===== src/hw/rtl/ivf_cmd_fifo.sv =====
// Two-entry command queue between the front and the back end.
module ivf_cmd_fifo #(
    parameter int WIDTH = 32
) (
    input  logic             aclk,
    input  logic             aresetn,
    input  logic             push,
    input  logic [WIDTH-1:0] push_data,
    output logic             full,
    input  logic             pop,
    output logic             head_valid,
    output logic [WIDTH-1:0] head_data
);

    logic [WIDTH-1:0] mem_reg [2];
    logic             wr_ptr_reg;
    logic             rd_ptr_reg;
    logic [1:0]       cnt_reg;
    logic             do_push;
    logic             do_pop;

    assign full       = cnt_reg == 2'd2;
    assign head_valid = cnt_reg != 2'd0;
    assign head_data  = mem_reg[rd_ptr_reg];
    assign do_push    = push && !full;
    assign do_pop     = pop && head_valid;

    // Advance pointers and count
    always_ff @(posedge aclk) begin
        if (!aresetn) begin
            wr_ptr_reg <= 1'b0;
            rd_ptr_reg <= 1'b0;
            cnt_reg    <= 2'd0;
        end else begin
            if (do_push) wr_ptr_reg <= !wr_ptr_reg;
            if (do_pop)  rd_ptr_reg <= !rd_ptr_reg;
            if (do_push && !do_pop) cnt_reg <= cnt_reg + 2'd1;
            else if (do_pop && !do_push) cnt_reg <= cnt_reg - 2'd1;
        end
    end

    // Hold payload
    always_ff @(posedge aclk) begin
        if (do_push) mem_reg[wr_ptr_reg] <= push_data;
    end

endmodule


===== config.mk =====
export PLATFORM = sky130hd
export DESIGN_NAME = ivf_cmd_fifo
export DESIGN_NICKNAME = d
export VERILOG_FILES = /design/src/hw/rtl/ivf_cmd_fifo.sv
export SDC_FILE = /design/constraint.sdc
export NUM_CORES = 1
export LEC_CHECK = 0
export ABC_AREA = 1
export ABC_CLOCK_PERIOD_IN_PS = 2050
export BUFFER_PORTS_ARGS = -buffer_cell sky130_fd_sc_hd__buf_2
export CORE_MARGIN = 5
export CORE_UTILIZATION = 47
export CTS_CLUSTER_DIAMETER = 80
export DETAILED_ROUTE_END_ITERATION = 16
export PLACE_DENSITY = 0.75
export RECOVER_POWER = 50
export SKIP_CTS_REPAIR_TIMING = 1
export SYNTH_ARGS = -nofsm -noshare
export SYNTH_HDL_FRONTEND = slang
export SYNTH_SLANG_ARGS = --single-unit

===== constraint.sdc =====
create_clock -name aclk -period 2.05 [get_ports aclk]
set_input_delay 0.3075 -clock aclk [delete_from_list [all_inputs] [get_ports aclk]]
set_output_delay 0.3075 -clock aclk [all_outputs]
set_load 0.02 [all_outputs]

# [Word level (Yosys, flattened, before mapping)]
# Memory sizes are Yosys's and may differ from the RTL's. A register that Yosys moved wholly into a read port is not among the register bits.
# Index checks and enable logic that the tools add are counted.
[totals] ff_bits=4 ramBits=64 in_bits=36 out_inout_bits=34 wordCells=24 mem_count=1
[memory_table] name="mem_reg" depth=2 width=32 rd=1 rd_clocked_by_memory_dff=1 write_ports=1 line="15" rtl="logic [WIDTH-1:0] mem_reg [2];"
[op_classes] add_sub_neg=2 eq_ne=1 muxes=6 reduce_logical=11
[ops] op="$logic_not A1 Y1" n=5
[ops] op="$logic_and A1 B1 Y1" n=4
[ops] op="$mux W1" n=4
[ops] op="$mux W2" n=2
[ops] op="$reduce_bool A2 Y1" n=2
[ops] op="$add A2 B1 Y2 const B" n=1
[ops] op="$eq A2 B2 Y1 const B" n=1
[ops] op="$sub A2 B1 Y2 const B" n=1

# [Longest topological paths before layout]
[depth] ltp_word=7 ltp_mapped=10 depth_no_buf=10

# [Least setup slack after synthesis]
# OpenSTA, ideal clock, no wires.
[synth_timing] path_kind="reg2reg" startpoint="register cnt_reg[0]" endpoint="memory mem_reg[1][0], enable pin" setup_ps=421 arrival_time_ps=1853 t_required_ps=1629 setup_slack_ps=-224 path_stages_with_launch=3 synth_period_minus_slack_ps=2274 path_cell_list="dfxtp_1 -> o21ai_2 -> nor2_1"
[synth_between] elab_chain_len=5
[synth_rtl] element="from (decl)" line="18" rtl="logic [1:0] cnt_reg;"
[synth_rtl] element="from (signal assigned)" line="37" rtl="if (do_push && !do_pop) cnt_reg <= cnt_reg + 2'd1;"
[synth_rtl] element="from (signal assigned)" line="38" rtl="else if (do_pop && !do_push) cnt_reg <= cnt_reg - 2'd1;"
[synth_rtl] element="$eq A2 B2 Y1" line="22" rtl="assign full = cnt_reg == 2'd2;"
[synth_rtl] element="$logic_not A1 Y1" line="25" rtl="assign do_push = push && !full;"
[synth_rtl] element="$logic_and A1 B1 Y1" line="25"
[synth_rtl] element="$mux W1" line="44" rtl="if (do_push) mem_reg[wr_ptr_reg] <= push_data;"
[synth_rtl] element="$mux W1 (implied by the code)" line="44"
[synth_rtl] element="to (decl)" line="15"
# No other way between the ends.

==> summary.txt <==
Status - finished, final reports clean
FMAX - 563 MHz
Synth Area per Inst - 19.8 um^2
Clock share of power - 0.227
Drt total wl - 4200 um
Vias per cell - 4.61
Largest net degree at the start of global routing - 20
Crit Reg-Reg Startpoint - cnt_reg[0]
Leakage power total - 1.30 nW
Critical path arrival - 1.47 ns
Sequential share of power - 0.468
Max cap viols - 0
ANT cells - 0
Final Cycle Share - 0.867
Cells on worst reg2reg path - 3
Tot GR Track Use - 0.128
Grt met3 use - 0.0567
Comb pwr share - 0.305
Final ANT Viol Nets - 0
FF-to-FF End - mem_reg[1][18]
Overall Power - 3.96 mW
First-pass GRT wire length - 7060 um
GR peak layer - met2
Register bit count reported by yosys - 69
Area after DPL - 3140 um^2
Max reg flops - 64
Root buffer cell - clkbuf_8
GRT met1 Usage - 0.135
Synthesized Nets - 174
# IOs - 70
Cell area after layout - 3280 um^2
First-pass detailed-route iteration total - 4
Register area share after synthesis - 0.746
Layout Area Growth over Synthesis - 20.9%
CP delay by family, top - buffers and inverters
Max Root-Sink Buffers - 2
Switch Pwr - 1.18 mW
Largest stage delay, worst path - 0.34 ns
Reg clk slew, reported paths - 0.07 ns
Starting DRT DRC Count - 76
Die W - 86.0 um
Nets - 256
FP Rows - 27
Pwr Density - 1210 nW/um^2
Input/output buffers - 69
Max Slew Vio Count - 0
Worst Clk Skew - 0.00512 ns
Initial core utilization - 0.489
Sw Share - 0.297
Commonest cells after routing, fill and taps aside - edfxtp_1 (64), buf_2 (60), mux2_4 (30)
Worst-Skew Late Latency - 0.32 ns
CTS H-tree lvls - 3
Post-placement cell count - 280
Share of layout cells above drive strength 1 - 0.496
DIE AREA - 7390 um^2
Avg WL per Cell - 14.2 um
CTS Buf Count - 9
Slowest cell on the critical path - mux2_4
Crit path launch type - flip-flop
Worst Path Buf+Inv - 2
Crit path max fanout - 18
Hold Crit Class - in2reg
Crit-path cells - buf_4, mux2_4, buf_2
Core area - 5540 um^2
Die Y-Extent - 86.0 um
DP HPWL - 3050 um
Slew margin rel. - 0.443
# clock sinks - 69
Internal - 2.78 mW
Tmin final - 1.78 ns
Crit. path cell count - 3
Max VDD drop - 813 uV
R2R setup slack - 0.37 ns
Yosys cell types - 17
Gate Count Post-Synth - 137
Cell area after synthesis - 2710 um^2
Setup CP Type - reg2out
Vias after detailed routing - 1366
Remaining Overflow, GRT - 0
Post-Layout Cell Count - 296
Initial antenna violation count - 0
# DRC - 0
Req. time, crit path - 1.74 ns
Vias in the first global route - 1548
Setup violators final - 0
Gpl congestion - 0.753
Hold slack final - 0.173 ns
Crit path capture - head_data[10]
Worst slew pin tran - 0.836 ns
RSZ-0062 raised after global routing - no
CTS tree - yes
Commonest non-fill, non-tap cell in the layout - edfxtp_1
Met2 usage - 0.221
Final hold violations - 0
Warnings, synthesis - 0
CP Capture Type - output pin
==> metal layers <==
layer	vias up	part of all wire
met5	-	0
met4	0	0.018
met3	8	0.067
met2	38	0.54
met1	645	0.37
li1	675	-
==> power groups by stage <==
stage | sequential, mW | clock (mW) | combinational [mW]
after global placement | 1.87 | 0 | 1.23
after global routing | 1.88 | 1.01 | 1.31
after CTS | 1.85 | 0.940 | 1.25
after floorplan | 1.87 | 0 | 0.956
after detailed placement | 1.88 | 0 | 1.24
final | 1.85 | 0.899 | 1.21
==> synthesized netlist by cell type <==
cell / count / area, um^2
edfxtp_1: 64 / 1920
mux2_4: 30 / 450
nor2_1: 9 / 33.8
inv_1: 7 / 26.3
nand2_1: 7 / 26.3
dfxtp_1: 5 / 100
buf_12: 3 / 60.1
mux2_2: 2 / 22.5
o21ai_0: 2 / 10.0
a21oi_1: 1 / 5.00
buf_6: 1 / 11.3
ha_1: 1 / 12.5
inv_2: 1 / 3.75
nand3_1: 1 / 5.00
nand4_1: 1 / 6.26
o21a_1: 1 / 7.51
o21ai_2: 1 / 8.76
==> cells by family (layout without fill, tap and decap cells) <==
logic type      count (synthesis)  in the layout  synth area share
compound gates                  5              5            0.0115
fa+ha+maj                       1              1           0.00461
buf+inv                        12             99            0.0374
flops                          69             69             0.746
mux                            32             32             0.174
simple gates                   18             18            0.0263
==> how the worst min path moves through the flow <==
stage / from / endpoint / slack [ns] / cells past startpoint
4_1_cts: push_data[14] / mem_reg[1][14] / 0.15 / 1
2_1_floorplan: push_data[0] / mem_reg[0][0] / 0.41 / 0
3_3_place_gp: rd_ptr_reg / rd_ptr_reg / 0.48 / 2
3_5_place_dp: rd_ptr_reg / rd_ptr_reg / 0.50 / 2
5_1_grt: push_data[21] / mem_reg[1][21] / 0.14 / 1
6_report: push_data[21] / mem_reg[0][21] / 0.17 / 1
==> metrics by stage <==
step	worst slack, ns	TNS [ns]	util
finish	0.273	0	0.592
detailed placement	0.526	0	0.566
global route	0.187	0	0.592
global placement	0.600	0	0.566
floorplan	-0.224	-14.33	-
CTS	0.238	0	0.595
==> worst register-to-register path: cells and delay by family (launching register included) <==
family          cells  cell delay, ns
compound gates      1            0.15
buf+inv             1            0.64
flops               1            0.42
simple gates        1            0.10
==> layout make-up <==
| class | instances | area (um^2) |
|---|---|---|
| clock buffers | 16 | 160 |
| flip-flops and latches | 69 | 2020 |
| well taps | 72 | 90.1 |
| multi-input cells | 56 | 603 |
| inverters | 8 | 30.0 |
| fillers | 449 | 2260 |
| repair buffers | 75 | 372 |
(Power assumes the default switching activity.)
