==> src/hw/rtl/ivf_pkg.sv <==
// Shared types and codes for the inverted-file inner-product search block.
package ivf_pkg;

    localparam int SCORE_W = 39;
    localparam int ID_W    = 10;
    localparam int LIST_W  = 4;
    localparam int EI_W    = 7;
    localparam int TOTAL_W = 11;

    typedef enum logic [1:0] {
        REQ_LOAD  = 2'd0,
        REQ_ADD   = 2'd1,
        REQ_QUERY = 2'd2,
        REQ_NONE  = 2'd3
    } req_t;

    typedef enum logic [2:0] {
        ST_HIT       = 3'd0,
        ST_ADDED     = 3'd1,
        ST_NOT_READY = 3'd2,
        ST_LIST_FULL = 3'd3,
        ST_NO_MATCH  = 3'd4,
        ST_REFUSED   = 3'd5
    } status_t;

    typedef enum logic [1:0] {
        CMD_LOAD  = 2'd0,
        CMD_ELEM  = 2'd1,
        CMD_ADD   = 2'd2,
        CMD_QUERY = 2'd3
    } cmd_kind_t;

    localparam logic [1:0] CFG_DIM   = 2'd0;
    localparam logic [1:0] CFG_LISTS = 2'd1;
    localparam logic [1:0] CFG_TOPK  = 2'd2;
    localparam logic [1:0] CFG_PROBE = 2'd3;

    // Classified element command passed from front to back
    typedef struct packed {
        cmd_kind_t         kind;
        logic              load_ok;
        logic              load_last;
        logic [LIST_W-1:0] li;
        logic [EI_W-1:0]   ei;
    } cmd_ctl_t;

    // Clamped configuration values
    typedef struct packed {
        logic [7:0] dim;
        logic [4:0] lists;
        logic [4:0] top_k;
        logic [4:0] probes;
    } cfg_t;

endpackage

==> src/hw/rtl/ivf_front.sv <==
// Input classifier: drops ignored items and tags the rest for the back end.
module ivf_front import ivf_pkg::*; #(
    parameter int NLIST_MAX = 16,
    parameter int ELEM_BITS = 16
) (
    input  cfg_t                 cfg,
    input  logic                 s_valid,
    output logic                 s_ready,
    input  logic [1:0]           s_req_type,
    input  logic [LIST_W-1:0]    s_list_index,
    input  logic [EI_W-1:0]      s_element_index,
    input  logic [ELEM_BITS-1:0] s_element_value,
    input  logic                 fifo_full,
    output logic                 push,
    output cmd_ctl_t             push_ctl,
    output logic [ELEM_BITS-1:0] push_val
);

    logic keep;
    logic in_dim;
    logic is_last;
    logic li_ok;

    assign in_dim  = {1'b0, s_element_index} < cfg.dim;
    assign is_last = {1'b0, s_element_index} == (cfg.dim - 8'd1);
    assign li_ok   = 32'(s_list_index) < NLIST_MAX;

    // Classify the element
    always_comb begin
        keep        = 1'b0;
        push_ctl    = '0;
        push_ctl.li = s_list_index;
        push_ctl.ei = s_element_index;
        unique case (s_req_type)
            REQ_LOAD: begin
                keep               = 1'b1;
                push_ctl.kind      = CMD_LOAD;
                push_ctl.load_ok   = in_dim && li_ok;
                push_ctl.load_last = is_last && ({1'b0, s_list_index} == (cfg.lists - 5'd1));
            end
            REQ_ADD: begin
                keep          = in_dim;
                push_ctl.kind = is_last ? CMD_ADD : CMD_ELEM;
            end
            REQ_QUERY: begin
                keep          = in_dim;
                push_ctl.kind = is_last ? CMD_QUERY : CMD_ELEM;
            end
            default: keep = 1'b0;
        endcase
    end

    assign s_ready  = !fifo_full;
    assign push     = s_valid && !fifo_full && keep;
    assign push_val = s_element_value;

endmodule

==> config.mk <==
export PLATFORM = sky130hd
export DESIGN_NAME = ivf_front
export DESIGN_NICKNAME = d
export VERILOG_FILES = /design/src/hw/rtl/ivf_pkg.sv /design/src/hw/rtl/ivf_front.sv
export SDC_FILE = /design/constraint.sdc
export NUM_CORES = 1
export LEC_CHECK = 0
export BUFFER_PORTS_ARGS = -buffer_cell sky130_fd_sc_hd__buf_2
export CORE_UTILIZATION = 40
export DETAILED_ROUTE_END_ITERATION = 12
export PLACE_DENSITY = 0.95
export SETUP_SLACK_MARGIN = 0.5
export SYNTH_ARGS = -nofsm -noshare
export SYNTH_HDL_FRONTEND = slang
export SYNTH_SLANG_ARGS = --single-unit
==> constraint.sdc <==
create_clock -name vclk -period 2.5
set_input_delay 0.25 -clock vclk [all_inputs]
set_output_delay 0.25 -clock vclk [all_outputs]
set_load 0.01 [all_outputs]
Word level (Yosys, flattened, before mapping):

Index checks and enable logic that the tools add are counted.

* register bits after elaboration: 0
* latch bits: 0
* bits in writable memories: 0
* bits in read-only memories: 0
* input bits: 54
* output and inout bits: 33
* logic and storage cells: 18
* memories: 0

* $add $sub $neg: 2
* multipliers: 0
* divide/modulo/power cells: 0
* order comparisons: 1
* equal/unequal tests: 4
* shift-type cells: 0
* mux-type cells: 5
* bitwise operators: 0
* reduce and logical (&&, ||, !) cells: 6

Operators with widths (number)
* $eq 7x8->1: 1
* $lt 7x8->1: 1
* $sub 8x1->8 const B: 1
* $mux 2: 3
* $eq 4x5->1: 1
* $sub 5x1->5 const B: 1
* $pmux 2 s2: 1
* $logic_and 1x1->1: 3
* $eq 2x1->1 const B: 1
* $eq 2x2->1 const B: 1
* $logic_not 2->1: 1
* $pmux 1 s2: 1
* $reduce_or 2->1: 1
* $logic_not 1->1: 1

Logic depth before layout (Yosys ltp):

Gate-level depths: netlist of the first run.

* depth in word-level cells: 4
* mapped depth: 7

Worst setup path before layout of the first run:

Ideal clock, no wire load.

* path type: input-to-output
* start point: in cfg[16] (netlist bit)
* end point: out push_ctl[11] (netlist bit)
* data arrival time: 1663 ps
* data required time: 2250 ps
* slack: 587 ps
* stages: 7
* buffers on the path: 0
* cells stage by stage: inv_1 > ha_1 > nor3b_1 > nand3_1 > xnor2_1 > a211o_1 > nor4_2

RTL lines
* start: declaration: RTL line ivf_front.sv:6 `input cfg_t cfg,`
* end: declaration: RTL line ivf_front.sv:15 `output cmd_ctl_t push_ctl,`

==> results.md, run 1 <==
* FFs & Latches at 0
* Starting density of the core at 44.54%
* Routed WL per cell at 10.21 um
* Worst Path Required at 2.25 ns
* Setup crit end kind: output port
* Largest net degree at the start of global routing at 8
* Crit path kind: input port to output port
* Final GP Congestion at 0.7978
* GR Overflow Total at 0
* First-pass DRT Iterations at 4
* Final setup margin at 0.4744 ns
* Commonest cells after routing, fill and taps aside: buf_2 (42), inv_1 (13), ha_1 (13)
* Synth cell types at 28
* Iter 0 DRT Violations at 3
* Yosys warns at 0
* Final WL at 1583 um
* Ports at 87
* Commonest non-fill, non-tap cell in the layout: buf_2
* Core area at 1821 sq um
* FF/Latch Area at 0 sq um
* Diodes inserted at 0
* Slew margin rel. at 80.77%
* Met3 Use GR at 0.7692%
* Slew Viols, Final at 0
* Synth Net Count at 178
* CLK BUF at 0
* Max Cap Violations at 0
* Final period utilization at 81.02%
* Mapped Area at 810.8 sq um
* Least-Margin Pin Slew at 0.2879 ns
* PD cells at 153.5 nW/um^2
* Hold wc startpoint: s_element_value[0]
* Top cell type's share of synthesized area at 25.00%
* Max Freq at about 490 MHz
* Largest cells by area after synthesis: buf_4 (25%), ha_1 (20%), xnor2_1 (11%)
* # fillers at 198
* Final nets at 199
* Die Y-Extent at 47.02 um
* DRT antenna net count at 0
* Total GRT Usage at between 10% and 20%
* IO buf count at 45
* CP Max Fanout at 3
* Worst min-delay path class: input port to output port
* HPWL Detailed at 1375 um
* Die area at 2211 sq um
* Setup TNS at 0 ns
* Worst hold path depth at 0
* RSZ-0062 raised after global routing: true
* Leak pwr at approximately 0.48 nW
* Total number of vias at 736
* Global routing's busiest layer: met2
* Final min period at 2.026 ns
* Vias in the first global route at 588
* Area grow syn2layout at 11.27%
* Worst slack at placement at 0.2838 ns
* Final Setup Violations at 0
* CP Launch Type: input port
* Number of vias per cell at 4.748
* Hold Path End: push_val[0]
* Residual DRC at 0
* Peak VDD IR at 0.07601 mV
* Initial antenna violation count at 0
* Mean post-synth cell area at 7.304 sq um
* Cts hold-fix bufs at 0
* First-pass GRT wire length at 2221 um
* Met2 usage at 23.89%
* Status: finished clean
* Crit path DAT at 1.78 ns
* Die width at 47.02 um
* Final core occ at about half
* Hold Fails Final Rpt at 0
* Mapped Cells at 111
* Cell taking the most area after synthesis: buf_4
* Layout cells sized above 1 at 41.54%
* Post-synthesis sequential area ratio at 0%
* Met1 Resource Use GR at between 15 and 20%
* Total power at 0.1385 mW
* Cell Rows at 15
synth_stat cells, drive strengths merged:
library cell,count
or4,1
inv,13
nand2,4
o2111ai,1
a211oi,1
nor2,9
xnor2,10
o22ai,1
o21ai,4
a21oi,3
or3b,1
nor3b,2
xor2,5
nand4bb,1
or2,1
nor4,1
buf,27
nor2b,2
nand3,2
a211o,1
nand4,2
a2111oi,1
nor3,3
and3b,1
o21a,1
ha,13
power breakdown:
part	switching (mW)	internal [mW]	total [mW]
sequential	0	0	0
clock	0	0	0
combinational	0.0708	0.0677	0.138
total	0.0708	0.0677	0.138
per-stage QoR:
stage | cells | hold slack [ns] | cell area, sq um
final | 155 | 0.5000 | 902.1
after global routing | 155 | 0.5000 | 902.1
after CTS | 155 | 0.5001 | 893.4
after detailed placement | 154 | 0.5001 | 864.6
after global placement | 154 | 0.5001 | 864.6
after floorplan | 111 | 0.5435 | 810.8
layout make-up:
type	count	area, sq um	share of cell area (%)
inverter	13	48.80	5.409
tap	25	31.28	3.467
timing repair buffer	46	251.5	27.88
multi-input combinational	71	570.5	63.25
worst max-delay path: stages:
cell	delay (ns)
buf_8	0.09
or4_4	0.55
a211oi_2	0.18
nor2b_2	0.08
a211o_1	0.32
nor4_2	0.14
buf_2	0.17
routing by layer:
| layer | vias to the layer above | share of wire, % |
|---|---|---|
| li1 | 383 | - |
| met1 | 328 | 43 |
| met2 | 23 | 52 |
| met3 | 2 | 5.4 |
| met4 | 0 | 0.13 |
| met5 | - | 0 |
worst max path at each step:
stage               cells past startpoint  slack, ns      endpoint     from
floorplan                               7       0.59  push_ctl[11]  cfg[16]
global placement                        9       0.30  push_ctl[11]  cfg[16]
detailed placement                      9       0.28  push_ctl[11]  cfg[16]
CTS                                     7       0.43  push_ctl[11]  cfg[18]
global route                            9       0.37  push_ctl[11]  cfg[16]
finish                                  7       0.47  push_ctl[11]  cfg[18]
repair_timing:
action                     4_1_cts  5_1_grt
setup endpoints to repair        3        3
hold endpoints to repair         0        0
buffers inserted                 1        0
pin swaps                        4        2
resized for setup                6        3
kinds of logic (layout without fill, tap and decap cells):
family	Yosys count	count (layout)	share of synthesized area [%]
AO/OA/AOI/OAI	13	13	10.80
AND/OR/NAND/NOR	30	30	21.91
adder cells (fa/ha/maj)	13	13	20.06
buffers and inverters	40	59	31.02
XOR/XNOR	15	15	16.20
(Power assumes the default switching activity.)
==> run 2, diff against run 1 <==
CORE_UTILIZATION = 37   (was 40)
PLACE_DENSITY = 0.91   (was 0.95)
clock period = 2 ns   (was 2.5 ns; I/O delays follow)
==> run 2 against run 1 <==
Critical path depth unchanged; critical path type unchanged; global-route usage rose by 0.68 points; largest cell class unchanged; die area up 7.8%; combinational power rose by 30%.
==> results.md, run 2 (same netlist as run 1, synthesis figures left out) <==
* Status: finished clean
* Starting density of the core at 40.50% (-4.0 points)
* DP Area at 888.4 sq um (+2.7%)
* HPWL Detailed at 1385 um (+0.79%)
* Initial antenna violation count at 0 (unchanged)
* FFs & Latches at 0 (unchanged)
* Die width at 48.81 um (+3.8%)
* CP Launch Type: input port
* FF/Latch Area at 0 sq um (unchanged)
* Cell Rows at 16 (+1)
* Max Cap Violations at 0 (unchanged)
* Core area at 2002 sq um (+10%)
* Die area at 2382 sq um (+7.8%)
* Routed WL per cell at 10.00 um (-2.1%)
* # fillers at 223 (+13%)
* DRT antenna net count at 0 (unchanged)
* Total number of vias at 741 (+0.68%)
* Final period utilization at 97.80%
* Multi-input logic area at 595.6 sq um (+4.4%)
* Vias in the first global route at 734 (+25%)
* Crit path DAT at 1.76 ns (-0.02 ns)
* CLK BUF at 0 (unchanged)
* Worst Path Required at 1.80 ns (-0.45 ns)
* First-pass DRT Iterations at 4 (unchanged)
* Final Setup Violations at 0 (unchanged)
* Worst hold margin at 0.4000 ns (-0.1000 ns)
* Commonest non-fill, non-tap cell in the layout: buf_2
* Final GP Congestion at 0.8144 (+2.1%)
* Total GRT Usage at 13.70% (+0.68 points)
* Layout cells sized above 1 at 43.85% (+2.3 points)
* Final nets at 199 (unchanged)
* Iter 0 DRT Violations at 5 (+2)
* Post-CTS Setup Inserts at 0 (-1)
* Worst min-delay path class: input port to output port
* Slew Viols, Final at 0 (unchanged)
* Setup crit end kind: output port
* Die Y-Extent at 48.81 um (+3.8%)
* Worst slack at placement at 0.02612 ns (-0.2577 ns)
* Area grow syn2layout at 13.89%
* Largest net degree at the start of global routing at 8 (unchanged)
* Peak VDD IR at 0.07892 mV (+3.8%)
* Least-Margin Pin Slew at 0.2994 ns (+0.01151 ns)
* RSZ-0062 raised after global routing: true
* Ports at 87 (unchanged)
* Final setup margin at 0.04397 ns (-0.4305 ns)
* Final WL at 1570 um (-0.82%)
* PD cells at 194.1 nW/um^2 (+26%)
* Residual DRC at 0 (unchanged)
* Diodes inserted at 0 (unchanged)
* CP Max Fanout at 3 (unchanged)
* Post-route cell area at 923.4 sq um (+2.4%)
* Commonest cells after routing, fill and taps aside: buf_2 (43), inv_1 (13), ha_1 (12)
* First-pass GRT wire length at 2766 um (+25%)
* Hold Fails Final Rpt at 0 (unchanged)
* Leak pwr at 0.4804 nW (+0.73%)
* GR Overflow Total at 0 (unchanged)
* Max Freq at 511.2 MHz
* Slew margin rel. at 80.00% (-0.77 points)
* Final min period at 1.956 ns
* Number of vias per cell at 4.720 (-0.60%)
* Crit path kind: input port to output port
* IO buf count at 45 (unchanged)
run 2: area by class of cell:
type / count / area share (%)
tap: 27 / 3.659
inverter: 13 / 5.285
timing repair buffer: 46 / 26.56
multi-input combinational: 71 / 64.50
run 2: path summary, 6_finish.rpt:
| check | slack [ns] | to | startpoint | depth (start not counted) |
|---|---|---|---|---|
| worst min-delay path | 0.40 | push_val[0] | s_element_value[0] | 0 |
| worst max-delay path | 0.04 | push_ctl[11] | cfg[16] | 7 |
run 2: per-layer routing:
layer,part of all wire [%],track usage [%]
met1,41,14.79
met2,49,27.78
met5,0,0
met3,7.9,1.558
met4,1.5,2.941
run 2: critical path, stage by stage:
cell	delay (ns)
buf_6	0.09
or4_4	0.55
a211oi_2	0.18
nor2b_2	0.08
a211o_1	0.35
nor4_4	0.14
buf_2	0.17
run 2: through the flow:
stage	cells	util (%)	power (mW)	setup TNS, ns
3_3_place_gp	157	44.38	0.1643	0
6_report	157	46.13	0.1792	0
3_5_place_dp	157	44.38	0.1696	0
2_1_floorplan	111	-	0.1426	0
4_1_cts	157	45.06	0.1742	0
5_1_grt	157	46.13	0.2031	-0.009429
run 2: timing repair:
item / 4_1_cts / 5_1_grt
pin swaps: 5 / 4
resized for setup: 5 / 5
hold buffers: 0 / 0
setup endpoints to repair: 5 / 5
run 2: power by group:
part | leakage, nW | switching (mW) | internal (mW)
Combinational | 0.480 | 0.0924 | 0.0868
Sequential | 0 | 0 | 0
Clock | 0 | 0 | 0
Total | 0.480 | 0.0924 | 0.0868
==> run 3, diff against run 2 <==
PLACE_DENSITY = not set   (was 0.91)
PLACE_DENSITY_LB_ADDON = 0.05   (was not set)
==> run 3 against run 2 <==
Non-clock buffer count increased by 1; combinational power is essentially flat; total power fell by 0.19%; first-iteration DRC count is 40% higher; critical path type unchanged.
==> results.md, run 3 (same netlist as run 1, synthesis figures left out) <==
* NetSw at 0.09103 mW (-1.5%)
* Sw Ratio at 50.88% (-0.67 points)
* DRT antenna net count at 0 (unchanged)
* Crit path DAT at 1.73 ns (-0.03 ns)
* CP peak stage delay at 0.55 ns (about the same)
* Least-Margin Pin Slew at 0.3209 ns (+0.02153 ns)
* CP Max Fanout at 3 (unchanged)
* # fillers at 219 (-1.8%)
* Met1 Resource Use GR at 17.42% (+2.6 points)
* FFs & Latches at 0 (unchanged)
* Number of vias per cell at 4.690 (-0.63%)
* PD cells at 193.0 nW/um^2 (-0.59%)
* Slew Viols, Final at 0 (unchanged)
* Max Cap Violations at 0 (unchanged)
* Final Setup Violations at 0 (unchanged)
* Final min period at 1.934 ns (-0.02172 ns)
* Core area at 2002 sq um (unchanged)
* Layout cells sized above 1 at 42.75% (-1.1 points)
* Residual DRC at 0 (unchanged)
* Worst min-delay path class: input port to output port
* IO buf count at 45 (unchanged)
* Max Freq at 517.0 MHz (+1.1%)
* Total GRT Usage at 13.05% (-0.65 points)
* Largest net degree at the start of global routing at 8 (unchanged)
* Critical-path cell with the highest stage delay: or4_4
* CP Launch Type: input port
* Flop pwr share at 0% (unchanged)
* Die area at 2382 sq um (unchanged)
* Pint at 0.08788 mW (+1.2%)
* Crit path kind: input port to output port
* Status: finished clean
* Gate power share at 100.0% (about the same)
* Ports at 87 (unchanged)
* RSZ-0062 raised after global routing: true
* Initial antenna violation count at 0 (unchanged)
* FF/Latch Area at 0 sq um (unchanged)
* Diodes inserted at 0 (unchanged)
* Leak pwr at 0.4879 nW (+1.6%)
* First-pass DRT Iterations at 4 (unchanged)
* Clk network pwr share at 0% (unchanged)
* Final GP Congestion at 0.6854 (-16%)
* Cell Chain, Critical Path: buf_8, or4_4, a211oi_2, nor2b_2, a211o_1, nor4_4, buf_2
* HPWL Detailed at 1429 um (+3.1%)
* Cell Rows at 16 (unchanged)
* Final nets at 200 (+0.50%)
* Met2 usage at 23.15% (-4.6 points)
* Global routing's busiest layer: met2
* Iter 0 DRT Violations at 7 (+2)
* Commonest cells after routing, fill and taps aside: buf_2 (43), inv_1 (13), ha_1 (13)
* Slew margin rel. at 78.55% (-1.4 points)
* GR Overflow Total at 0 (unchanged)
* Worst hold margin at 0.4000 ns (unchanged)
* Commonest non-fill, non-tap cell in the layout: buf_2
* Die Y-Extent at 48.81 um (unchanged)
* Total number of vias at 741 (unchanged)
* Peak VDD IR at 0.09374 mV (+19%)
* Setup crit end kind: output port
* Starting density of the core at 40.50% (unchanged)
* Worst slack at placement at 0.01637 ns (-0.009749 ns)
* Worst Path Required at 1.80 ns (about the same)
* Area grow syn2layout at 14.35%
* Final period utilization at 96.72% (-1.1 points)
* Hold Fails Final Rpt at 0 (unchanged)
* First-pass GRT wire length at 2628 um (-5.0%)
* CLK BUF at 0 (unchanged)
* Final setup margin at 0.06569 ns (+0.02172 ns)
* Routed WL per cell at 10.13 um (+1.3%)
* Final WL at 1600 um (+1.9%)
* Met3 Use GR at 1.558% (unchanged)
* Die width at 48.81 um (unchanged)
* Vias in the first global route at 665 (-9.4%)
* Cts hold-fix bufs at 0 (unchanged)
## run 3: cell types whose count changed in the layout (fill, tap and decap cells not counted), sizes merged
cell	before	now
buf	46	47
## run 3: routing by layer
metal | routed length (um) | part of all wire (%)
met1 | 710 | 44
met2 | 760 | 48
met3 | 124 | 7.8
met4 | 4 | 0.25
met5 | 0 | 0
## run 3: power by group through the flow
stage,clock [mW],sequential (mW),combinational (mW)
2_1_floorplan,0,0,0.143
3_3_place_gp,0,0,0.167
3_5_place_dp,0,0,0.169
4_1_cts,0,0,0.177
5_1_grt,0,0,0.200
6_report,0,0,0.179
## run 3: final cells by class
cell class         instances  area (sq um)  share of cell area [%]
well taps                 27         33.78                   3.644
repair buffers            47         256.5                   27.67
inverters                 13         48.80                   5.263
multi-input cells         71         588.1                   63.43
## run 3: final timing paths
| path | slack, ns | endpoint | startpoint | depth (start not counted) |
|---|---|---|---|---|
| max | 0.07 | push_ctl[11] | cfg[16] | 7 |
| min | 0.40 | push_val[0] | s_element_value[0] | 0 |
## run 3: metrics by stage
stage               cells  area (sq um)  total power [mW]  utilization (%)  setup TNS (ns)
floorplan             111         824.5            0.1426                -               0
detailed placement    157         888.4            0.1691            44.38               0
global placement      157         888.4            0.1669            44.38               0
finish                158         927.1            0.1789            46.31               0
CTS                   157         909.6            0.1770            45.44               0
global route          158         927.1            0.2004            46.31        -0.02512
## run 3: critical path, delay by kind of cell
kind	cells	cell delay (ns)
compound gates	2	0.52
buf+inv	2	0.26
simple gates	3	0.76
## run 3: repair_timing
item	in CTS	in global routing
setup buffers	0	1
setup endpoints to repair	5	5
resized for setup	8	2
pin swaps	2	1
